**src/hdl/cfc_pkg.sv**
```systemverilog
`timescale 1ns / 1ps
`default_nettype none

package cfc_pkg;

	localparam int VARS_DEF    = 16;
	localparam int Q_W         = 32;
	localparam int FRAC_W      = 16;
	localparam int IDX_IN_W    = 4;
	localparam int VC_W        = 5;
	localparam int TOL_W       = 16;
	localparam int DIV_STEPS   = Q_W;
	localparam int APB_AW      = 3;
	localparam int APB_DW      = 32;
	localparam int IN_TDATA_W  = 72;
	localparam int OUT_TDATA_W = 8;

	localparam logic [0:0] REG_VAR_COUNT = 1'b0;
	localparam logic [0:0] REG_TOLERANCE = 1'b1;

	localparam logic [VC_W-1:0] VAR_COUNT_RST = 5'd16;

	localparam logic [Q_W-1:0] Q_MAX = 32'h7FFF_FFFF;
	localparam logic [Q_W-1:0] Q_MIN = 32'h8000_0000;

	typedef struct packed {
		logic load;
		logic upper;
		logic upd;
		logic chk;
		logic clr;
	} bnd_ctrl_t;

endpackage

`default_nettype wire

```
**src/hdl/cfc_regs.sv**
```systemverilog
`timescale 1ns / 1ps
`default_nettype none

module cfc_regs import cfc_pkg::*; (
	input  logic              clk,
	input  logic              arst_n,
	input  logic              psel,
	input  logic              penable,
	input  logic              pwrite,
	input  logic [APB_AW-1:0] paddr,
	input  logic [APB_DW-1:0] pwdata,
	output logic [APB_DW-1:0] prdata,
	output logic              pready,
	output logic [VC_W-1:0]   var_count,
	output logic [TOL_W-1:0]  tolerance
);

	logic [VC_W-1:0]  var_count_q;
	logic [TOL_W-1:0] tolerance_q;
	logic [0:0]       reg_idx;
	logic             wr_en;

	assign reg_idx = paddr[2];
	assign wr_en   = psel && penable && pwrite;
	assign pready  = 1'b1;

	always_ff @(posedge clk or negedge arst_n) begin
		if (!arst_n) begin
			var_count_q <= VAR_COUNT_RST;
			tolerance_q <= '0;
		end else if (wr_en) begin
			unique case (reg_idx)
				REG_VAR_COUNT: var_count_q <= pwdata[VC_W-1:0];
				REG_TOLERANCE: tolerance_q <= pwdata[TOL_W-1:0];
				default: ;
			endcase
		end
	end

	always_comb begin
		unique case (reg_idx)
			REG_VAR_COUNT: prdata = {{(APB_DW-VC_W){1'b0}}, var_count_q};
			REG_TOLERANCE: prdata = {{(APB_DW-TOL_W){1'b0}}, tolerance_q};
			default:       prdata = '0;
		endcase
	end

	assign var_count = var_count_q;
	assign tolerance = tolerance_q;

endmodule

`default_nettype wire

```
**src/hdl/cfc_div.sv**
```systemverilog
`timescale 1ns / 1ps
`default_nettype none

module cfc_div import cfc_pkg::*; (
	input  logic           clk,
	input  logic           arst_n,
	input  logic           start,
	input  logic [Q_W-1:0] dividend,
	input  logic [Q_W-1:0] divisor,
	output logic           done,
	output logic [Q_W-1:0] quotient
);

	localparam int CNT_W = $clog2(DIV_STEPS);

	typedef enum logic [1:0] {DV_IDLE, DV_RUN, DV_FIN} dv_state_t;

	dv_state_t      state_q;
	logic [CNT_W-1:0] cnt_q;
	logic           done_q;
	logic [Q_W-1:0] mag_a_q;
	logic [Q_W-1:0] rem_q;
	logic [Q_W-1:0] dvd_q;
	logic [Q_W-1:0] quot_q;
	logic           neg_q;
	logic           ovf_q;

	logic [Q_W-1:0] mag_a;
	logic [Q_W-1:0] mag_b;
	logic [Q_W-1:0] rem_init;
	logic [Q_W:0]   trial;
	logic           pos_sat;
	logic           neg_sat;
	logic [Q_W-1:0] quot_next;

	assign mag_a    = divisor[Q_W-1] ? (~divisor + 1'b1) : divisor;
	assign mag_b    = dividend[Q_W-1] ? (~dividend + 1'b1) : dividend;
	assign rem_init = {{FRAC_W{1'b0}}, mag_b[Q_W-1:FRAC_W]};
	assign trial    = {rem_q, dvd_q[Q_W-1]} - {1'b0, mag_a_q};

	// quotient magnitude of 2^32 or more was flagged at start
	assign pos_sat   = ovf_q || dvd_q[Q_W-1];
	assign neg_sat   = ovf_q || (dvd_q[Q_W-1] && (|dvd_q[Q_W-2:0]));
	assign quot_next = neg_q ? (neg_sat ? Q_MIN : (~dvd_q + 1'b1))
	                         : (pos_sat ? Q_MAX : dvd_q);

	always_ff @(posedge clk or negedge arst_n) begin
		if (!arst_n) begin
			state_q <= DV_IDLE;
			cnt_q   <= '0;
			done_q  <= 1'b0;
		end else begin
			done_q <= 1'b0;
			unique case (state_q)
				DV_IDLE: begin
					if (start) begin
						state_q <= DV_RUN;
						cnt_q   <= '0;
					end
				end
				DV_RUN: begin
					if (cnt_q == CNT_W'(DIV_STEPS - 1)) begin
						state_q <= DV_FIN;
					end
					cnt_q <= cnt_q + 1'b1;
				end
				DV_FIN: begin
					state_q <= DV_IDLE;
					done_q  <= 1'b1;
				end
				default: state_q <= DV_IDLE;
			endcase
		end
	end

	// restoring division, one quotient bit shifted into dvd_q per cycle
	always_ff @(posedge clk) begin
		if (state_q == DV_IDLE && start) begin
			mag_a_q <= mag_a;
			rem_q   <= rem_init;
			dvd_q   <= {mag_b[FRAC_W-1:0], {(Q_W-FRAC_W){1'b0}}};
			neg_q   <= dividend[Q_W-1] ^ divisor[Q_W-1];
			ovf_q   <= (rem_init >= mag_a);
		end else if (state_q == DV_RUN) begin
			if (!trial[Q_W]) begin
				rem_q <= trial[Q_W-1:0];
			end else begin
				rem_q <= {rem_q[Q_W-2:0], dvd_q[Q_W-1]};
			end
			dvd_q <= {dvd_q[Q_W-2:0], ~trial[Q_W]};
		end else if (state_q == DV_FIN) begin
			quot_q <= quot_next;
		end
	end

	assign done     = done_q;
	assign quotient = quot_q;

endmodule

`default_nettype wire

```
**src/hdl/cfc_bounds.sv**
```systemverilog
`timescale 1ns / 1ps
`default_nettype none

module cfc_bounds import cfc_pkg::*; #(
	parameter  int VARS  = VARS_DEF,
	localparam int IDX_W = (VARS > 1) ? $clog2(VARS) : 1
) (
	input  logic             clk,
	input  logic             arst_n,
	input  bnd_ctrl_t        ctrl,
	input  logic [IDX_W-1:0] idx,
	input  logic [Q_W-1:0]   q,
	input  logic [TOL_W-1:0] tolerance,
	output logic             conflict
);

	logic [Q_W-1:0] lower_mem [VARS];
	logic [Q_W-1:0] upper_mem [VARS];

	logic [IDX_W-1:0] idx_q;
	logic             upper_q;
	logic [Q_W-1:0]   rd_lo_q;
	logic [Q_W-1:0]   rd_hi_q;
	logic [Q_W-1:0]   new_lo_q;
	logic [Q_W-1:0]   new_hi_q;
	logic [VARS-1:0]  lo_known_q;
	logic [VARS-1:0]  hi_known_q;
	logic             conflict_q;

	logic             take_lo;
	logic             take_hi;
	logic [Q_W+1:0]   hi_plus_tol;
	logic             gt;

	assign take_hi = !hi_known_q[idx_q] || ($signed(q) < $signed(rd_hi_q));
	assign take_lo = !lo_known_q[idx_q] || ($signed(q) > $signed(rd_lo_q));

	assign hi_plus_tol = {{2{new_hi_q[Q_W-1]}}, new_hi_q}
	                   + {{(Q_W+2-TOL_W){1'b0}}, tolerance};
	assign gt = $signed({{2{new_lo_q[Q_W-1]}}, new_lo_q}) > $signed(hi_plus_tol);

	always_ff @(posedge clk) begin
		if (ctrl.load) begin
			idx_q   <= idx;
			upper_q <= ctrl.upper;
		end
		rd_lo_q <= lower_mem[idx_q];
		rd_hi_q <= upper_mem[idx_q];
		if (ctrl.upd) begin
			if (upper_q && take_hi) begin
				upper_mem[idx_q] <= q;
			end
			if (!upper_q && take_lo) begin
				lower_mem[idx_q] <= q;
			end
			new_hi_q <= (upper_q && take_hi) ? q : rd_hi_q;
			new_lo_q <= (!upper_q && take_lo) ? q : rd_lo_q;
		end
	end

	always_ff @(posedge clk or negedge arst_n) begin
		if (!arst_n) begin
			lo_known_q <= '0;
			hi_known_q <= '0;
			conflict_q <= 1'b0;
		end else if (ctrl.clr) begin
			lo_known_q <= '0;
			hi_known_q <= '0;
			conflict_q <= 1'b0;
		end else begin
			if (ctrl.upd) begin
				if (upper_q) begin
					hi_known_q[idx_q] <= 1'b1;
				end else begin
					lo_known_q[idx_q] <= 1'b1;
				end
			end
			if (ctrl.chk && lo_known_q[idx_q] && hi_known_q[idx_q] && gt) begin
				conflict_q <= 1'b1;
			end
		end
	end

	assign conflict = conflict_q;

endmodule

`default_nettype wire

```
**src/hdl/constraint_feasibility_check.sv**
```systemverilog
`timescale 1ns / 1ps
`default_nettype none

// Streams nonzero elements of a linear inequality set (variable index, Q16.16
// coefficient a, Q16.16 row bound b) and tracks per-variable bounds from
// q = b/a (truncated, saturated): positive a tightens the upper bound, negative
// a the lower one. Zero coefficients and indices at or beyond var_count are
// ignored. The element with tlast set yields one result, feasible = 1 unless
// some variable ended up with lower > upper + tolerance, and clears all bounds.
// A usable element blocks acceptance until it is through: it waits on the
// bit-serial divider (32 quotient bits, one per cycle, then sign and
// saturation and the registered done handoff), then bound read-modify-write,
// conflict check, wrap-up and a return to idle with tready up. An ignored
// element skips the divider and goes to wrap-up. A last element holds until
// the output register is free. No clearing pass after reset.

module constraint_feasibility_check import cfc_pkg::*; #(
	parameter int VARS = VARS_DEF
) (
	input  logic                   clk,
	input  logic                   arst_n,
	input  logic                   psel,
	input  logic                   penable,
	input  logic                   pwrite,
	input  logic [APB_AW-1:0]      paddr,
	input  logic [APB_DW-1:0]      pwdata,
	output logic [APB_DW-1:0]      prdata,
	output logic                   pready,
	input  logic                   s_tvalid,
	output logic                   s_tready,
	// var_index[3:0], coefficient[35:4], row_bound[67:36], zero pad[71:68]
	input  logic [IN_TDATA_W-1:0]  s_tdata,
	input  logic                   s_tlast,
	output logic                   m_tvalid,
	input  logic                   m_tready,
	// feasible[0], zero pad[7:1]
	output logic [OUT_TDATA_W-1:0] m_tdata
);

	localparam int IDX_W   = (VARS > 1) ? $clog2(VARS) : 1;
	localparam int COEF_LO = IDX_IN_W;
	localparam int BND_LO  = IDX_IN_W + Q_W;

	typedef enum logic [2:0] {ST_IDLE, ST_DIV, ST_UPD, ST_CHK, ST_DONE} state_t;

	state_t state_q;
	logic   last_q;
	logic   out_valid_q;
	logic   out_feasible_q;

	logic [VC_W-1:0]     var_count;
	logic [TOL_W-1:0]    tolerance;
	logic [IDX_IN_W-1:0] s_idx;
	logic [Q_W-1:0]      s_coef;
	logic [Q_W-1:0]      s_bnd;
	logic                accept;
	logic                usable;
	logic                slot_free;
	logic                div_done;
	logic [Q_W-1:0]      div_q;
	logic                conflict;
	bnd_ctrl_t           ctrl;

	assign s_idx  = s_tdata[IDX_IN_W-1:0];
	assign s_coef = s_tdata[COEF_LO +: Q_W];
	assign s_bnd  = s_tdata[BND_LO +: Q_W];

	assign s_tready  = (state_q == ST_IDLE);
	assign accept    = s_tvalid && s_tready;
	assign usable    = (s_coef != '0) && ({1'b0, s_idx} < var_count)
	                && (32'(s_idx) < VARS);
	assign slot_free = !out_valid_q || m_tready;

	always_comb begin
		ctrl       = '0;
		ctrl.load  = accept && usable;
		ctrl.upper = !s_coef[Q_W-1];
		ctrl.upd   = (state_q == ST_UPD);
		ctrl.chk   = (state_q == ST_CHK);
		ctrl.clr   = (state_q == ST_DONE) && last_q && slot_free;
	end

	cfc_regs u_regs (
		.clk       (clk),
		.arst_n    (arst_n),
		.psel      (psel),
		.penable   (penable),
		.pwrite    (pwrite),
		.paddr     (paddr),
		.pwdata    (pwdata),
		.prdata    (prdata),
		.pready    (pready),
		.var_count (var_count),
		.tolerance (tolerance)
	);

	cfc_div u_div (
		.clk      (clk),
		.arst_n   (arst_n),
		.start    (ctrl.load),
		.dividend (s_bnd),
		.divisor  (s_coef),
		.done     (div_done),
		.quotient (div_q)
	);

	cfc_bounds #(
		.VARS (VARS)
	) u_bounds (
		.clk       (clk),
		.arst_n    (arst_n),
		.ctrl      (ctrl),
		.idx       (IDX_W'(s_idx)),
		.q         (div_q),
		.tolerance (tolerance),
		.conflict  (conflict)
	);

	always_ff @(posedge clk or negedge arst_n) begin
		if (!arst_n) begin
			state_q        <= ST_IDLE;
			last_q         <= 1'b0;
			out_valid_q    <= 1'b0;
			out_feasible_q <= 1'b0;
		end else begin
			if (ctrl.clr) begin
				out_valid_q    <= 1'b1;
				out_feasible_q <= !conflict;
			end else if (m_tvalid && m_tready) begin
				out_valid_q <= 1'b0;
			end
			unique case (state_q)
				ST_IDLE: begin
					if (accept) begin
						last_q  <= s_tlast;
						state_q <= usable ? ST_DIV : ST_DONE;
					end
				end
				ST_DIV: begin
					if (div_done) begin
						state_q <= ST_UPD;
					end
				end
				ST_UPD: state_q <= ST_CHK;
				ST_CHK: state_q <= ST_DONE;
				ST_DONE: begin
					if (!last_q || slot_free) begin
						state_q <= ST_IDLE;
					end
				end
				default: state_q <= ST_IDLE;
			endcase
		end
	end

	assign m_tvalid = out_valid_q;
	assign m_tdata  = {{(OUT_TDATA_W-1){1'b0}}, out_feasible_q};

	a_done_in_div: assert property (@(posedge clk) disable iff (!arst_n)
		div_done |-> (state_q == ST_DIV))
		else $error("divider finished outside the divide phase");

	a_result_from_last: assert property (@(posedge clk) disable iff (!arst_n)
		$rose(m_tvalid) |-> $past((state_q == ST_DONE) && last_q))
		else $error("result raised without a last element");

	a_skip_ignored: assert property (@(posedge clk) disable iff (!arst_n)
		(accept && !usable) |=> (state_q == ST_DONE))
		else $error("ignored element entered the divide path");

	a_clear_conflict: assert property (@(posedge clk) disable iff (!arst_n)
		ctrl.clr |=> !conflict)
		else $error("conflict flag survived end of set");

endmodule

`default_nettype wire
```
**config.mk**
```make
export PLATFORM = sky130hd
export DESIGN_NAME = constraint_feasibility_check
export DESIGN_NICKNAME = d
export VERILOG_FILES = /design/src/hdl/cfc_pkg.sv /design/src/hdl/cfc_regs.sv /design/src/hdl/cfc_div.sv /design/src/hdl/cfc_bounds.sv /design/src/hdl/constraint_feasibility_check.sv
export SDC_FILE = /design/constraint.sdc
export NUM_CORES = 2
export LEC_CHECK = 0
export ABC_AREA = 0
export BUFFER_PORTS_ARGS = -buffer_cell sky130_fd_sc_hd__buf_4
export CAP_MARGIN = 30
export CORE_MARGIN = 10
export CORE_UTILIZATION = 25
export CTS_CLUSTER_SIZE = 12
export DETAILED_ROUTE_END_ITERATION = 16
export SLEW_MARGIN = 5
export SYNTH_ARGS = -nofsm -noshare
export SYNTH_HDL_FRONTEND = slang
export SYNTH_SLANG_ARGS = --single-unit
```
**constraint.sdc**
```tcl
create_clock -name clk -period 6.3 [get_ports clk]
set_input_delay 1.26 -clock clk [delete_from_list [all_inputs] [get_ports clk]]
set_output_delay 1.26 -clock clk [all_outputs]
set_load 0.1 [all_outputs]
```
==> results by group <==
Critical path
  – Crit end category: register
  – Startpoint types: register
  – Worst path max stage delay: ~0.64 ns
  – Cell Chain, Critical Path: ha_1 -> a21oi_1 -> nor2b_1 -> o311a_1 -> o22ai_1 -> o21ai_0 -> o21ai_0 -> o21ai_1 -> nand3_1 -> xor2_1 -> ha_1 -> a21o_1 -> a21o_1 -> a21o_1 -> a21o_1 -> a21o_1 -> a21oi_1 -> o21ai_0 -> a21oi_1 -> o22ai_1
  – Arrival time worst endpoint: approximately 6 ns
  – Worst EP required: between 6 and 7 ns
  – Worst Setup SP: u_regs.tolerance[1]$_DFFE_PN0P_
  – Crit Path Max Fanout: 8
  – Slowest CP cell: o21ai_1
  – Most frequent CP cell: a21o_1
  – Reg2reg start: u_regs.tolerance[1]$_DFFE_PN0P_
  – CP Class: reg -> reg

Synth
  – Register area share after synthesis: around 67%
  – Mapped cell area: 0.0585 mm^2
  – Primary FF master, synth: edfxtp_1
  – Yosys warning count: 0
  – Post-synth ARST share: between 5 and 6%
  – Netlist cell types: 89
  – Register bit total from synthesis: 1,355
  – Number of synthesized flops with an enable pin: around 1,200
  – Syn avg cell area: 17.0 um^2
  – Syn Inst Count: ~3,400

Detailed routing
  – Final ANT Viol Nets: 0
  – Final WL: around 150 mm
  – Wire per inst: between 20 and 25 um
  – # DRC: 0
  – DR vias/cell: between 4 and 5
  – DR iter-0 viols: about 3,400
  – Vias: between 30,000 and 40,000
  – First-pass DRT Iterations: 5

Clock tree
  – Post_cts resized: 0
  – Latest clock arrival within the worst-skew pair: 0.78 ns
  – Clock transition at the registers of the reported paths: around 0.060 ns
  – Clock sink total: 1,355
  – Total setup buffers inserted after CTS: 0
  – H-Tree Depth: 4
  – CTS tree: built
  – Hold buffers post-CTS: 0
  – Total CTS buffers: 140
  – Clock Path Buffers: 3
  – Clock Root Buffer: clkbuf_16

Pwr
  – Logic pwr share: between 10% and 20%
  – Pleak: around 0.023 uW
  – Switching share of power: between 20% and 30%
  – NetSw: approximately 6400 uW
  – PwrDens: 339 mW/mm^2
  – Reg power frac: between 40% and 50%
  – Worst vdd ir: ~0.00021 V
  – Pint: 16,800 uW
  – Clk pwr share: between 30% and 40%

Timing
  – Clock Skew: 0.0403 ns
  – Max Clock Freq: about 190 MHz
  – Rel. slew slack: about a quarter
  – Final setup vio count: 0
  – Setup TNS: 0 ns
  – RSZ-0062 raised after global routing: no
  – Final Hold Vio Count: 0
  – Post-route clock period utilization: around 85%
  – Worst-Margin Slew: ~1.1 ns
  – Minimum clock period: 5.38 ns
  – Max-slew violations: 0

Cells and area
  – Final Cell Area: slightly below 0.07 mm^2
  – Post-layout net count: roughly 4,000
  – Syn-to-layout area delta: 16.5%
  – Fill count: 22,900
  – Share of layout cells above drive strength 1: between 20% and 30%

Die
  – # rows: 177
  – Die Y: between 500 and 600 um
  – Initial Util: approximately 25%
  – Die ar.: 0.254 mm^2
  – I/O Pins: around 160
  – Core area: 0.233 mm^2
  – Die Wd: 504 um

Global route
  – Number of global-route vias before repair: ~32,000
  – Antenna violations before repair: 6
  – Gr ovfl total: 0
  – Pin count of the biggest net entering global routing: 65
  – First-pass GRT wire length: around 220 mm
  – Total routing usage reported by global routing: 11.5%

Outcome
  – Outcome: complete, no violations

Placement
  – RD Place Congestion: between 0.8 and 0.9
  – # port buffers: approximately 110
  – Placed cell area: around 0.064 mm^2
  – DP HPWL: roughly 91 mm

Worst hold path
  – Min-delay worst type: in -> async

Run
  – Max cap viols: 0
==> cells by family after synthesis <==
kind of cell,after synthesis,share of synthesized area [%]
other cells,2,0.0128
buf+inv,335,2.39
mux,451,15.0
compound gates,454,5.03
flops,1355,67.3
fa+ha+maj,170,3.66
simple gates,547,4.84
xor+xnor,119,1.78
==> synthesized netlist by cell type, types with 8 or more instances <==
library cell	n	area share, %
or2_2	8	0.086
xnor2_1	63	0.94
o31ai_1	21	0.27
mux4_2	330	13
nand3_1	36	0.31
a31oi_1	8	0.086
or3_1	21	0.22
buf_4	25	0.32
nor2_1	112	0.72
edfxtp_1	1191	61
a21oi_1	130	1.1
nor3_1	39	0.33
nand4_1	36	0.38
nor3b_1	12	0.15
a21o_1	61	0.78
xor2_1	56	0.84
o21a_1	8	0.10
clkbuf_1	127	0.81
o41ai_1	20	0.30
o311ai_1	19	0.28
ha_1	168	3.6
nor2b_1	17	0.18
and2_1	15	0.16
nand2_1	142	0.91
dfrtp_1	67	2.9
and3_1	25	0.27
nand2b_1	19	0.20
mux2i_1	26	0.44
mux2_2	95	1.8
buf_1	18	0.12
inv_1	152	0.98
or4_1	8	0.10
o21ai_0	106	0.91
o211ai_1	8	0.10
nor4_1	27	0.29
dfxtp_1	96	3.3
==> stage by stage <==
step	power (uW)	hold WS, ns	util (%)	worst slack [ns]	instances
floorplan	14000	0.440	-	0.190	3455
global placement	15100	0.462	27.3	1.05	6617
detailed placement	15200	0.479	27.3	1.05	6620
CTS	23300	0.240	29.2	1.02	6866
global route	24100	0.286	29.3	0.695	6874
finish	23100	0.299	29.3	0.916	6877
==> power by group through the flow <==
stage	registers [uW]	logic, uW	clock network, uW
after floorplan	10600	3420	0
after global placement	10800	4330	0
after detailed placement	10800	4400	0
after CTS	10600	4430	8260
after global routing	10600	4890	8600
final	10600	4440	8090
==> critical path, delay by kind of cell (launching register included) <==
kind | cells | cell delay (ns)
flops | 1 | 0.44
simple gates | 2 | 0.36
fa+ha+maj | 2 | 0.50
compound gates | 15 | 3.70
xor+xnor | 1 | 0.19
==> layout by cell type (no fill, tap or decap), drive strengths merged, types with 29 or more instances in the layout <==
cell       n
inv      161
a21o      61
clkbuf   214
nand2    144
dfrtp     67
o21ai    111
nor4      29
nor3      39
ha       168
dfxtp     96
a21oi    130
nand3     36
xnor2     63
mux4     330
nor2     112
nand4     37
xor2      56
mux2      95
edfxtp  1191
buf      221
==> cell type report <==
cell class / count / area, um^2 / area share [%]
Antenna cell: 3 / 7.51 / 0.0110
Sequential cell: 1355 / 39400 / 57.8
Timing Repair Buffer: 222 / 1840 / 2.71
Clock buffer: 213 / 3940 / 5.78
Clock inverter: 33 / 463 / 0.679
Tap cell: 3132 / 3920 / 5.75
Multi-Input combinational cell: 1765 / 18000 / 26.5
Inverter: 154 / 578 / 0.848
==> final timing paths <==
path	to	slack, ns	cells past startpoint
setup / recovery	u_bounds.conflict$_DFFE_PN0P_	0.92	20
hold / removal	u_regs.var_count[0]$_DFFE_PN0P_	0.30	1
setup reg to reg	u_bounds.conflict$_DFFE_PN0P_	0.92	20
hold reg to reg	u_div.dvd_q[1]$_SDFFE_PP0P_	0.49	2
max in group asynchronous	u_div.cnt_q[4]$_DFFE_PN0P_	5.19	3
min in group clk	u_div.dvd_q[1]$_SDFFE_PP0P_	0.49	2
==> layer usage <==
layer	vias up	wire, um	global-route usage, %
li1	14000	-	-
met1	16700	68700	16.8
met2	1172	67900	17.4
met3	180	11600	2.08
met4	0	3030	3.06
met5	-	0	0
==> flip-flops by register name, summed over array words and instances (netlist names), 2 cells and up <==
register             flops
u_bounds.lower_mem     512
u_bounds.upper_mem     512
u_bounds.new_hi_q       32
u_bounds.new_lo_q       32
u_bounds.rd_hi_q        32
u_bounds.rd_lo_q        32
u_div.dvd_q             32
u_div.mag_a_q           32
u_div.quotient          32
u_div.rem_q             32
u_bounds.hi_known_q     16
u_bounds.lo_known_q     16
u_regs.tolerance        16
u_div.cnt_q              5
u_regs.var_count         5
u_bounds.idx_q           4
state_q                  3
u_div.state_q            2
Note: power is estimated with default switching activity, not from simulation.
